`src/tcw_pkg.sv`:
```
// ----------------------------------------------------------------------------
// tcw_pkg
// shared constants, field widths and the result bundle of the text console
// ----------------------------------------------------------------------------
package tcw_pkg;

	// default screen geometry
	localparam int COLUMNS_DEF = 80;
	localparam int ROWS_DEF    = 25;

	// fixed field widths
	localparam int OP_W        = 1;
	localparam int CHAR_W      = 8;
	localparam int COLOR_W     = 8;
	localparam int INDEX_W     = 11;
	localparam int POS_W       = 11;
	localparam int CELL_DATA_W = 16;

	// item codes
	localparam logic [OP_W-1:0] OP_WRITE = 1'b0;
	localparam logic [OP_W-1:0] OP_READ  = 1'b1;

	// character and cell constants
	localparam logic [CHAR_W-1:0]      NEWLINE_CODE     = 8'd10;
	localparam logic [CHAR_W-1:0]      SPACE_CODE       = 8'd32;
	localparam logic [CELL_DATA_W-1:0] BLANK_CELL       = 16'h0720;
	localparam logic [COLOR_W-1:0]     TEXT_COLOR_RESET = 8'd7;

	// finished result handed from the sequencer to the output register
	typedef struct packed {
		logic                   valid;
		logic [POS_W-1:0]       cursor_pos;
		logic [CELL_DATA_W-1:0] cell_data;
		logic                   scrolled;
	} tcw_res_t;

endpackage

```
`src/tcw_addr_unit.sv`:
```
// ----------------------------------------------------------------------------
// tcw_addr_unit
// shared adder: offset plus ring base, folded back into the cell range
// ----------------------------------------------------------------------------
module tcw_addr_unit #(
	parameter int DEPTH  = tcw_pkg::COLUMNS_DEF * tcw_pkg::ROWS_DEF,
	parameter int ADDR_W = $clog2(DEPTH)
) (
	input  logic [ADDR_W-1:0] offset,
	input  logic [ADDR_W-1:0] base,
	output logic [ADDR_W-1:0] sum
);

	localparam logic [ADDR_W:0] DEPTH_X = (ADDR_W+1)'(DEPTH);

	logic [ADDR_W:0] raw;

	always_comb begin
		raw = {1'b0, offset} + {1'b0, base};
		if (raw >= DEPTH_X) begin
			raw = raw - DEPTH_X;
		end
		sum = raw[ADDR_W-1:0];
	end

endmodule

```
`config.mk`:
```
export PLATFORM = sky130hd
export DESIGN_NAME = tcw_addr_unit
export DESIGN_NICKNAME = d
export VERILOG_FILES = /design/src/tcw_pkg.sv /design/src/tcw_addr_unit.sv
export SDC_FILE = /design/constraint.sdc
export NUM_CORES = 1
export LEC_CHECK = 0
export ABC_CLOCK_PERIOD_IN_PS = 4800
export BUFFER_PORTS_ARGS = -buffer_cell sky130_fd_sc_hd__buf_2
export CAP_MARGIN = 20
export CORE_MARGIN = 2
export CORE_UTILIZATION = 25
export DETAILED_ROUTE_END_ITERATION = 8
export PLACE_DENSITY = 0.52
export SLEW_MARGIN = 20
export SYNTH_ARGS = -nofsm -noshare
export SYNTH_HDL_FRONTEND = slang
export SYNTH_SLANG_ARGS = --single-unit
```
`constraint.sdc`:
```
create_clock -name vclk -period 4.8
set_input_delay 0.72 -clock vclk [all_inputs]
set_output_delay 0.72 -clock vclk [all_outputs]
set_load 0.05 [all_outputs]
```
==> impl_metrics.yaml <==
status:
  status: "finished, final reports clean"
floorplanning:
  ioPinCount: 33
  rows: 20
  dieHeight_microns: 60.9
  fp.dieArea_sq_mm: 0.00371
  die_w_microns: 60.9
  start_util: 0.263
  core_area_sq_mm: 0.00308
sta:
  finalCritPeriodShare: 0.887
  hold_slack_ns: 1.92
  fmax_mhz: 235
  rsz0062_at_grt: "false"
  min_period_ns: 4.26
  final-hold-violation-count: 0
  fin_tns_setup_ns: 0
  slew_headroom: 0.683
  worstMarginPinSlew_ns: 0.472
  slew_violations: 0
  setup_viol: 0
placed_design:
  io_buffers: 33
  placed_area_sq_mm: 0.00103
  routabilityCongestion: 0.843
  hpwl_mm: 1.85
routing:
  drt-total-wl_mm: 2.09
  antenna_left: 0
  drt-initial-drc-count: 26
  detailedRoute.firstPassIterationCount: 4
  drc: 0
  avgRoutedWirePerCell_microns: 11.1
  drt-vias-per-instance: 4.96
  num_vias: 932
synthesis:
  synthXorXnorAreaFrac: 0.0634
  synth_cell_types: 39
  synthAdderAreaFrac: 0.226
  synth_area_leaders: "ha_1, nand2_1, nand3_1, a21o_1, nor2_1"
  yosys.area_share.simple: 0.308
  synth_top_cell_area_share: 0.201
  synth_mux_area_frac: 0.0247
  synth_top_cell_by_area: "ha_1"
  avgSynthCellArea_sq_um: 7.29
  netlist_top_cells_count: "ha_1, nand2_1, nor2_1"
  synth_compound_area_frac: 0.342
  seq_area_frac_synth: 0
  syn_area_sq_um: 810
  yosys_warnings: 0
  synth_nets: 147
  synthMostInstantiatedCell: "ha_1"
  synth_top_family_by_area: "compound AO/OA/AOI/OAI gates"
  synthesis.instances: 111
critical_path:
  crit_type: "input pin to output port"
  arrival_ns: 3.54
  cp-end-kind: "output port"
  cp_max_fo: 5
  crit_required_ns: 4.08
  crit_path_start_kind: "input pin"
global_route:
  grt_pass1_wl_mm: 3.64
  grt_antenna_before_repair: 0
  overflow: 0
  grtUsageTotal: 0.120
  grt_max_degree: 7
  grt_pass1_vias: 926
clocking:
  cts_setup_buffers: 0
  ctsResizeCount: 0
  hold_buffers: 0
pwr:
  p_per_area_mw_per_mm2: 260
  peakVddDrop_uv: 122
  leakagePower_nw: 0.517
finish:
  areaGrowthSynthToFinish_pct: 27.2
  drive_above_1_share: 0.292
  seqCellArea_sq_um: 0
  diodes: 0
  num-fill-cells: 357
  design.seq.count: 0
  layout.nets: 182
  finish.instance_area_sq_mm: 0.00103
  clockBufferCount: 0
flow_run:
  maxCapViolations: 0
worst_hold_path:
  hold_path_class: "input pin to output port"
-- critical path, cell delays in order --
cell and delay, ns:
buf_2 0.08, ha_1 0.19, inv_1 0.07, fa_1 0.41, nor2b_1 0.17, o21ai_0 0.10, nand2b_1 0.09, xnor2_1 0.15
inv_1 0.09, ha_1 0.13, nand2_1 0.06, o41ai_2 0.27, nand3_2 0.17, o31ai_2 0.35, mux2i_1 0.21, buf_2 0.28
-- per-stage QoR --
| step | utilization | cells | power, W | worst slack (ns) |
|---|---|---|---|---|
| global placement | 0.335 | 188 | 0.000268 | 0.605 |
| floorplan | - | 111 | 0.000213 | 0.260 |
| detailed placement | 0.335 | 188 | 0.000269 | 0.507 |
| CTS | 0.335 | 188 | 0.000270 | 0.489 |
| global route | 0.335 | 188 | 0.000293 | 0.275 |
| finish | 0.335 | 188 | 0.000268 | 0.541 |
-- final cells by class --
| cell class | instances | area [sq um] | area share |
|---|---|---|---|
| multi-input combinational | 103 | 779 | 0.757 |
| timing repair buffer | 33 | 165 | 0.160 |
| tap | 44 | 55.1 | 0.0535 |
| inverter | 8 | 30.0 | 0.0292 |
-- cells by family (layout without fill, tap and decap cells) --
logic type | Yosys count | in the layout
adders and majority gates | 14 | 14
xor gates and xnor gates | 5 | 5
and+or+nand+nor | 45 | 45
AOI/OAI and AO/OA | 37 | 37
buffers and inverters | 8 | 41
muxes | 2 | 2
-- routing by layer --
metal / vias to the layer above / GRT usage / routed length (microns)
met2: 26 / 0.221 / 967
met4: 0 / 0.00311 / 0
li1: 489 / - / -
met1: 417 / 0.163 / 1000
met3: 0 / 0.00426 / 125
met5: - / 0 / 0
-- final timing paths --
kind                  startpoint     end  slack [ns]  cells past startpoint
worst min-delay path     base[0]  sum[0]        1.92                      3
worst max-delay path   offset[0]  sum[5]        0.54                     16
-- power breakdown --
part           switching [W]  internal, W
Sequential                 0            0
Clock                      0            0
Combinational       0.000183    0.0000848
-- placed cells by master (no fill, tap or decap), types with 2 or more instances in the layout --
| cell type | Yosys | routed |
|---|---|---|
| nand2b_1 | 2 | 2 |
| a21oi_1 | 6 | 6 |
| a31oi_1 | 3 | 3 |
| o211ai_1 | 2 | 2 |
| o21ai_0 | 5 | 5 |
| buf_2 | 0 | 33 |
| nor2_1 | 9 | 9 |
| ha_1 | 13 | 13 |
| xnor2_1 | 3 | 3 |
| a211oi_2 | 2 | 2 |
| nor3_1 | 2 | 2 |
| o311ai_1 | 2 | 2 |
| a21o_1 | 5 | 5 |
| inv_1 | 8 | 8 |
| and2_1 | 3 | 3 |
| nand3_2 | 2 | 2 |
| nand2_1 | 11 | 11 |
| mux2i_1 | 2 | 2 |
| or3_1 | 2 | 2 |
| nand3_1 | 8 | 8 |
| a211o_1 | 2 | 2 |
(Power assumes the default switching activity.)
