[config.mk]
export PLATFORM = sky130hd
export DESIGN_NAME = tcw_ctrl
export DESIGN_NICKNAME = d
export VERILOG_FILES = /design/src/tcw_pkg.sv /design/src/tcw_ctrl.sv
export SDC_FILE = /design/constraint.sdc
export NUM_CORES = 1
export LEC_CHECK = 0
export CAP_MARGIN = 25
export CORE_MARGIN = 2
export CORE_UTILIZATION = 50
export DETAILED_ROUTE_END_ITERATION = 8
export DONT_BUFFER_PORTS = 1
export GPL_TIMING_DRIVEN = 0
export SLEW_MARGIN = 15
export SYNTH_ARGS = -nofsm -noshare
export SYNTH_HDL_FRONTEND = slang
export SYNTH_SLANG_ARGS = --single-unit
[constraint.sdc]
create_clock -name clk -period 3 [get_ports clk]
set_input_delay 0.3 -clock clk [delete_from_list [all_inputs] [get_ports clk]]
set_output_delay 0.3 -clock clk [all_outputs]
set_load 0.05 [all_outputs]
[src/tcw_pkg.sv]
// ----------------------------------------------------------------------------
// tcw_pkg
// shared constants, field widths and the result bundle of the text console
// ----------------------------------------------------------------------------
package tcw_pkg;

	// default screen geometry
	localparam int COLUMNS_DEF = 80;
	localparam int ROWS_DEF    = 25;

	// fixed field widths
	localparam int OP_W        = 1;
	localparam int CHAR_W      = 8;
	localparam int COLOR_W     = 8;
	localparam int INDEX_W     = 11;
	localparam int POS_W       = 11;
	localparam int CELL_DATA_W = 16;

	// item codes
	localparam logic [OP_W-1:0] OP_WRITE = 1'b0;
	localparam logic [OP_W-1:0] OP_READ  = 1'b1;

	// character and cell constants
	localparam logic [CHAR_W-1:0]      NEWLINE_CODE     = 8'd10;
	localparam logic [CHAR_W-1:0]      SPACE_CODE       = 8'd32;
	localparam logic [CELL_DATA_W-1:0] BLANK_CELL       = 16'h0720;
	localparam logic [COLOR_W-1:0]     TEXT_COLOR_RESET = 8'd7;

	// finished result handed from the sequencer to the output register
	typedef struct packed {
		logic                   valid;
		logic [POS_W-1:0]       cursor_pos;
		logic [CELL_DATA_W-1:0] cell_data;
		logic                   scrolled;
	} tcw_res_t;

endpackage

[src/tcw_ctrl.sv]
// ----------------------------------------------------------------------------
// tcw_ctrl
// sequencer: cursor, ring base, color register, clearing and scroll sweeps
// ----------------------------------------------------------------------------
module tcw_ctrl #(
	parameter int COLUMNS = tcw_pkg::COLUMNS_DEF,
	parameter int ROWS    = tcw_pkg::ROWS_DEF,
	parameter int AW      = $clog2(COLUMNS * ROWS)
) (
	input  logic                             clk,
	input  logic                             arst_n,
	input  logic                             in_valid,
	output logic                             in_stall,
	input  logic [tcw_pkg::OP_W-1:0]         op,
	input  logic [tcw_pkg::CHAR_W-1:0]       char_code,
	input  logic [tcw_pkg::INDEX_W-1:0]      read_index,
	input  logic                             cfg_wr_en,
	input  logic [tcw_pkg::COLOR_W-1:0]      cfg_wr_data,
	input  logic                             out_free,
	output tcw_pkg::tcw_res_t                res,
	output logic                             ram_we,
	output logic                             ram_re,
	output logic [AW-1:0]                    ram_addr,
	output logic [tcw_pkg::CELL_DATA_W-1:0]  ram_wdata,
	input  logic [tcw_pkg::CELL_DATA_W-1:0]  ram_rdata,
	output logic [AW-1:0]                    unit_offset,
	output logic [AW-1:0]                    unit_base,
	input  logic [AW-1:0]                    unit_sum
);

	localparam int CELL_COUNT = COLUMNS * ROWS;
	localparam int COL_W      = $clog2(COLUMNS);
	localparam logic [AW-1:0]    LAST_ROW_START = AW'((ROWS - 1) * COLUMNS);
	localparam logic [AW-1:0]    COLUMNS_A      = AW'(COLUMNS);
	localparam logic [AW-1:0]    LAST_CELL      = AW'(CELL_COUNT - 1);
	localparam logic [AW-1:0]    LAST_COL_A     = AW'(COLUMNS - 1);
	localparam logic [COL_W-1:0] LAST_COL       = COL_W'(COLUMNS - 1);

	typedef enum logic [6:0] {
		S_INIT      = 7'b0000001,
		S_IDLE      = 7'b0000010,
		S_EXEC      = 7'b0000100,
		S_READ      = 7'b0001000,
		S_CLEAR_ROW = 7'b0010000,
		S_ROTATE    = 7'b0100000,
		S_DONE      = 7'b1000000
	} tcw_state_t;

	tcw_state_t                       state_q;
	logic [tcw_pkg::OP_W-1:0]         op_q;
	logic [tcw_pkg::CHAR_W-1:0]       char_q;
	logic [tcw_pkg::INDEX_W-1:0]      index_q;
	logic [tcw_pkg::COLOR_W-1:0]      color_q;
	logic [COL_W-1:0]                 col_q;
	logic [AW-1:0]                    row_start_q;
	logic [AW-1:0]                    pos_q;
	logic [AW-1:0]                    base_q;
	logic [AW-1:0]                    sweep_q;
	logic [tcw_pkg::CELL_DATA_W-1:0]  cell_q;
	logic                             scrolled_q;
	logic                             index_ok;
	logic                             is_read;
	logic                             is_newline;

	assign in_stall   = (state_q != S_IDLE);
	assign index_ok   = (32'(index_q) < 32'(CELL_COUNT));
	assign is_read    = (op_q == tcw_pkg::OP_READ);
	assign is_newline = (char_q == tcw_pkg::NEWLINE_CODE);

	// operand selection for the shared adder
	always_comb begin
		unit_base = base_q;
		case (state_q)
			S_EXEC:   unit_offset = is_read ? AW'(index_q) : pos_q;
			S_ROTATE: unit_offset = COLUMNS_A;
			default:  unit_offset = sweep_q;
		endcase
	end

	always_comb begin
		ram_addr  = unit_sum;
		ram_we    = 1'b0;
		ram_re    = 1'b0;
		ram_wdata = tcw_pkg::BLANK_CELL;
		case (state_q)
			S_INIT: begin
				ram_we = 1'b1;
			end
			S_EXEC: begin
				ram_re    = is_read && index_ok;
				ram_we    = !is_read && !is_newline;
				ram_wdata = {color_q, char_q};
			end
			S_CLEAR_ROW: begin
				ram_we    = 1'b1;
				ram_wdata = {color_q, tcw_pkg::SPACE_CODE};
			end
			default: begin
				ram_we = 1'b0;
			end
		endcase
	end

	assign res.valid      = (state_q == S_DONE) && out_free;
	assign res.cursor_pos = tcw_pkg::POS_W'(pos_q);
	assign res.cell_data  = cell_q;
	assign res.scrolled   = scrolled_q;

	always_ff @(posedge clk or negedge arst_n) begin
		if (!arst_n) begin
			color_q <= tcw_pkg::TEXT_COLOR_RESET;
		end else if (cfg_wr_en) begin
			color_q <= cfg_wr_data;
		end
	end

	always_ff @(posedge clk) begin
		if (state_q == S_IDLE) begin
			op_q    <= op;
			char_q  <= char_code;
			index_q <= read_index;
		end
	end

	always_ff @(posedge clk or negedge arst_n) begin
		if (!arst_n) begin
			state_q     <= S_INIT;
			col_q       <= '0;
			row_start_q <= '0;
			pos_q       <= '0;
			base_q      <= '0;
			sweep_q     <= '0;
			cell_q      <= '0;
			scrolled_q  <= 1'b0;
		end else begin
			case (state_q)
				S_INIT: begin
					sweep_q <= sweep_q + AW'(1);
					if (sweep_q == LAST_CELL) begin
						state_q <= S_IDLE;
					end
				end
				S_IDLE: begin
					if (in_valid) begin
						state_q <= S_EXEC;
					end
				end
				S_EXEC: begin
					cell_q     <= '0;
					scrolled_q <= 1'b0;
					sweep_q    <= '0;
					if (is_read) begin
						state_q <= index_ok ? S_READ : S_DONE;
					end else if (!is_newline && (col_q != LAST_COL)) begin
						col_q   <= col_q + COL_W'(1);
						pos_q   <= pos_q + AW'(1);
						state_q <= S_DONE;
					end else begin
						// line feed, from a newline or from running off the row
						col_q <= '0;
						if (row_start_q == LAST_ROW_START) begin
							pos_q      <= LAST_ROW_START;
							scrolled_q <= 1'b1;
							state_q    <= S_CLEAR_ROW;
						end else begin
							row_start_q <= row_start_q + COLUMNS_A;
							pos_q       <= row_start_q + COLUMNS_A;
							state_q     <= S_DONE;
						end
					end
				end
				S_READ: begin
					cell_q  <= ram_rdata;
					state_q <= S_DONE;
				end
				S_CLEAR_ROW: begin
					sweep_q <= sweep_q + AW'(1);
					if (sweep_q == LAST_COL_A) begin
						state_q <= S_ROTATE;
					end
				end
				S_ROTATE: begin
					base_q  <= unit_sum;
					state_q <= S_DONE;
				end
				S_DONE: begin
					if (out_free) begin
						state_q <= S_IDLE;
					end
				end
				default: begin
					state_q <= S_IDLE;
				end
			endcase
		end
	end

endmodule

==> results.cfg <==
[outcome]
result_of_the_run = finished, violations left
failed_checks = setup timing

[finish]
finish.net_count = 537
layoutNonFillerInstCount = 606
finish.utilization_pct = 58.70
antenna_cells = 0
area_delta_synth_final_pct = 13.13
share_of_post_route_cells_with_drive_strength_above_1_pct = 18.03

[sta]
finalClockSkew_ns = 0.009299
final_setup_violation_count = 6
fmax_mhz = 321.3
slew_headroom_pct = 27.96
finalHoldWorstSlack_ns = 0.06135
post-route-worst-setup-slack_ns = -0.1123
tightestPinTransition_ns = 1.082
drv_slew = 0
final_hold_viol_count = 0
grt_setup_unrepaired = true
timing.final.crit_period_ns = 3.112
totalNegativeSetupSlack_ns = -0.4989
period_share_pct = 103.7

[yosys]
yosysSeqAreaShare_pct = 53.36
yosysTopAreaCellShare_pct = 38.78
synth-simple-area-share_pct = 17.04
synth_top_family_by_area = simple AND/OR/NAND/NOR gates
yosys-mux-area-fraction_pct = 7.549
syn-cell-area_sq_mm = 0.004840
postSynthCellCount = 440
synth_area_leaders = sky130_fd_sc_hd__dfrtp_1 39%, sky130_fd_sc_hd__edfxtp_1 12%, sky130_fd_sc_hd__mux2_2 4.7%
synth_async_sr_flop_share_pct = 79.80
syn_area_per_cell_sq_um = 11.00
synth_cell_type_count = 60
ys_seq_elements = 99
synth.net_count = 505
post_synth_fa_ha_maj_area_fraction_pct = 1.293
synth_xor_area_share_pct = 2.172
postSynth.topFlopCell = sky130_fd_sc_hd__dfrtp_1
synth_edf_count = 20
yosys_warnings = 0
synth_compound_gate_area_share_pct = 13.83
synth_top_area_cell = sky130_fd_sc_hd__dfrtp_1

[clock_tree]
cts.htree.levels = 3
clock_tree.root_cell = sky130_fd_sc_hd__clkbuf_8
post_cts.repair.setup_buffers = 0
cts_tree = yes
clk_pin_slew_worst_paths_ns = 0.09
numCtsBuffers = 9
clock_path_buffers = 2
clock_sinks = 99
clock_insertion_delay_worst_skew_ns = 0.38

[power]
power_report.internal_total_w = 0.002392
seq_power_share_pct = 50.1
power.static_leakage_nw = 2.344
worst_ir_drop_vdd_mv = 0.5525
power_density_mw_per_mm2 = 762.2
switching_power_w = 0.001781
power.share.switching_pct = 42.67
combinational_share_of_power_pct = 29.5
clock_power_share_pct = 20.4

[global_routing]
grt_start_max_net_pins = 80
grt.total_usage_pct = 21.64
number_of_global_route_vias_before_repair = 3315
global_route_wire_length_before_repair_um = 17330
overflow = 0
grt_antenna_before_repair = 0

[drt]
routed-via-count = 3543
drc = 0
drt_first_pass_iters = 5
routed_wl_um = 11290
avgRoutedWirePerCell_um = 18.63
route.detailed.vias_per_inst = 5.847
drt_iter0_drc = 211
route.antenna.remaining_nets = 0

[flow_run]
drv.max_cap_violation_count = 0

[placed_design]
portBuffers = 0
place_hpwl_um = 7892
gp_congestion = 0.8642
placed_cells_incl_taps = 569

[die]
die-area_sq_mm = 0.01048
die_x_um = 102.4
die_height_um = 102.4
ios = 141
design.core.area_sq_mm = 0.009328
row_count = 35
initial_utilization_pct = 51.88

[critical_path]
required_ns = 2.70
crit_fanout = 10
critPathArrivalTime_ns = 2.81
end_kind = output pin
worst_setup_path_start_kind = flop
critPathKind = reg -> out

[min_path]
worst_hold_path_type = in -> reg
==> synthesized netlist by cell type (all sizes together), types with 6 or more instances <==
| library cell | count |
|---|---|
| xor2 | 7 |
| dfrtp | 75 |
| clkbuf | 9 |
| mux2i | 14 |
| buf | 22 |
| and2 | 15 |
| and3 | 8 |
| nand4 | 8 |
| o2bb2ai | 9 |
| inv | 12 |
| mux2 | 20 |
| nor2 | 26 |
| nand3 | 19 |
| a22o | 17 |
| a21oi | 12 |
| nand2 | 31 |
| edfxtp | 20 |
| nor3 | 13 |
| o21ai | 36 |
| nand2b | 6 |
==> stage by stage <==
stage | total power, W | setup slack (ns) | area [sq um]
2_1_floorplan | 0.003029 | 0.3697 | 4840
3_3_place_gp | 0.003255 | -0.1265 | 5001
3_5_place_dp | 0.003278 | -0.03587 | 5001
4_1_cts | 0.004190 | -0.08664 | 5268
5_1_grt | 0.004404 | -0.2647 | 5475
6_report | 0.004173 | -0.1123 | 5475
==> worst max-delay path, stage by stage, from the launching register on <==
cell                        delay (ns)
sky130_fd_sc_hd__dfrtp_1          0.45
sky130_fd_sc_hd__nor3_1           0.38
sky130_fd_sc_hd__nand3_1          0.38
sky130_fd_sc_hd__clkbuf_1         0.33
sky130_fd_sc_hd__o2bb2ai_1        0.91
==> power groups by stage <==
stage | clock (W) | combinational [W] | sequential [W]
6_report | 0.000851 | 0.00123 | 0.00209
2_1_floorplan | 0 | 0.000975 | 0.00205
3_5_place_dp | 0 | 0.00116 | 0.00212
5_1_grt | 0.000944 | 0.00133 | 0.00213
4_1_cts | 0.000885 | 0.00121 | 0.00209
3_3_place_gp | 0 | 0.00114 | 0.00211
==> cells by family (layout without fill, tap and decap cells) <==
kind of cell | Yosys count | count (layout)
buf+inv | 43 | 80
compound gates | 99 | 99
flops | 99 | 99
mux | 34 | 34
fa+ha+maj | 5 | 5
simple gates | 148 | 148
xor+xnor | 12 | 12
==> cell type report <==
cell class                 count  area, sq um
buffer                        30        182.7
clock buffer                  10        127.6
clock inverter                 6        65.06
fill                         797         3852
inverter                      12        48.80
multi-input combinational    298         2069
sequential                    99         2582
tap                          129        161.4
timing repair buffer          22        237.7
==> state kept, by name, indices dropped and copies added (netlist names) <==
register / count
scrolled_q: 1
unit_base: 11
col_q: 7
color_q: 8
sweep_q: 11
cell_q: 16
row_start_q: 7
char_q: 8
is_read: 1
pos_q: 11
index_q: 11
state_q: 7
==> layer usage <==
metal	routed length [um]	track usage, %	share of wire (%)
met5	0	0	0
met4	130	5.641	1.2
met3	915	8.345	8.1
met2	5410	33.81	48
met1	4831	28.48	43
==> timing repair <==
item	4_1_cts	5_1_grt
hold buffers	2	20
endpoints found under the hold margin	79	20
setup endpoints to repair	16	31
gates resized for setup	12	3
==> placed cells by master (no fill, tap or decap), types with 4 or more instances in the layout <==
| cell type | instances |
|---|---|
| sky130_fd_sc_hd__a21oi_1 | 11 |
| sky130_fd_sc_hd__a22o_1 | 17 |
| sky130_fd_sc_hd__and2_1 | 8 |
| sky130_fd_sc_hd__and2_2 | 7 |
| sky130_fd_sc_hd__and3_1 | 8 |
| sky130_fd_sc_hd__buf_2 | 7 |
| sky130_fd_sc_hd__buf_4 | 14 |
| sky130_fd_sc_hd__clkbuf_1 | 8 |
| sky130_fd_sc_hd__clkbuf_8 | 9 |
| sky130_fd_sc_hd__clkinvlp_4 | 4 |
| sky130_fd_sc_hd__dfrtp_1 | 75 |
| sky130_fd_sc_hd__dfstp_2 | 4 |
| sky130_fd_sc_hd__dlygate4sd3_1 | 21 |
| sky130_fd_sc_hd__edfxtp_1 | 20 |
| sky130_fd_sc_hd__ha_1 | 5 |
| sky130_fd_sc_hd__inv_1 | 11 |
| sky130_fd_sc_hd__mux2_2 | 20 |
| sky130_fd_sc_hd__mux2i_1 | 14 |
| sky130_fd_sc_hd__nand2_1 | 31 |
| sky130_fd_sc_hd__nand2b_1 | 6 |
| sky130_fd_sc_hd__nand3_1 | 19 |
| sky130_fd_sc_hd__nand4_1 | 7 |
| sky130_fd_sc_hd__nor2_1 | 24 |
| sky130_fd_sc_hd__nor3_1 | 12 |
| sky130_fd_sc_hd__o21ai_0 | 28 |
| sky130_fd_sc_hd__o21ai_1 | 7 |
| sky130_fd_sc_hd__o22ai_1 | 4 |
| sky130_fd_sc_hd__o2bb2ai_1 | 6 |
| sky130_fd_sc_hd__or3_1 | 4 |
| sky130_fd_sc_hd__xnor2_1 | 5 |
| sky130_fd_sc_hd__xor2_1 | 7 |
==> worst paths after layout <==
kind | startpoint | end | slack (ns) | depth (start not counted)
max | state_q[5]$_DFFE_PN0P_ | unit_offset[8] | -0.11 | 4
min | ram_rdata[1] | cell_q[1]$_DFFE_PN0P_ | 0.06 | 1
max reg2reg | state_q[5]$_DFFE_PN0P_ | state_q[1]$_DFFE_PN0P_ | 0.24 | 6
min reg2reg | col_q[1]$_DFFE_PN0N_ | col_q[1]$_DFFE_PN0N_ | 0.50 | 2
max in group asynchronous | arst_n | color_q[0]$_DFFE_PN1P_ | 2.14 | 2
min in group asynchronous | arst_n | cell_q[15]$_DFFE_PN0P_ | 0.46 | 2
Power figures use the tool's default switching activity.
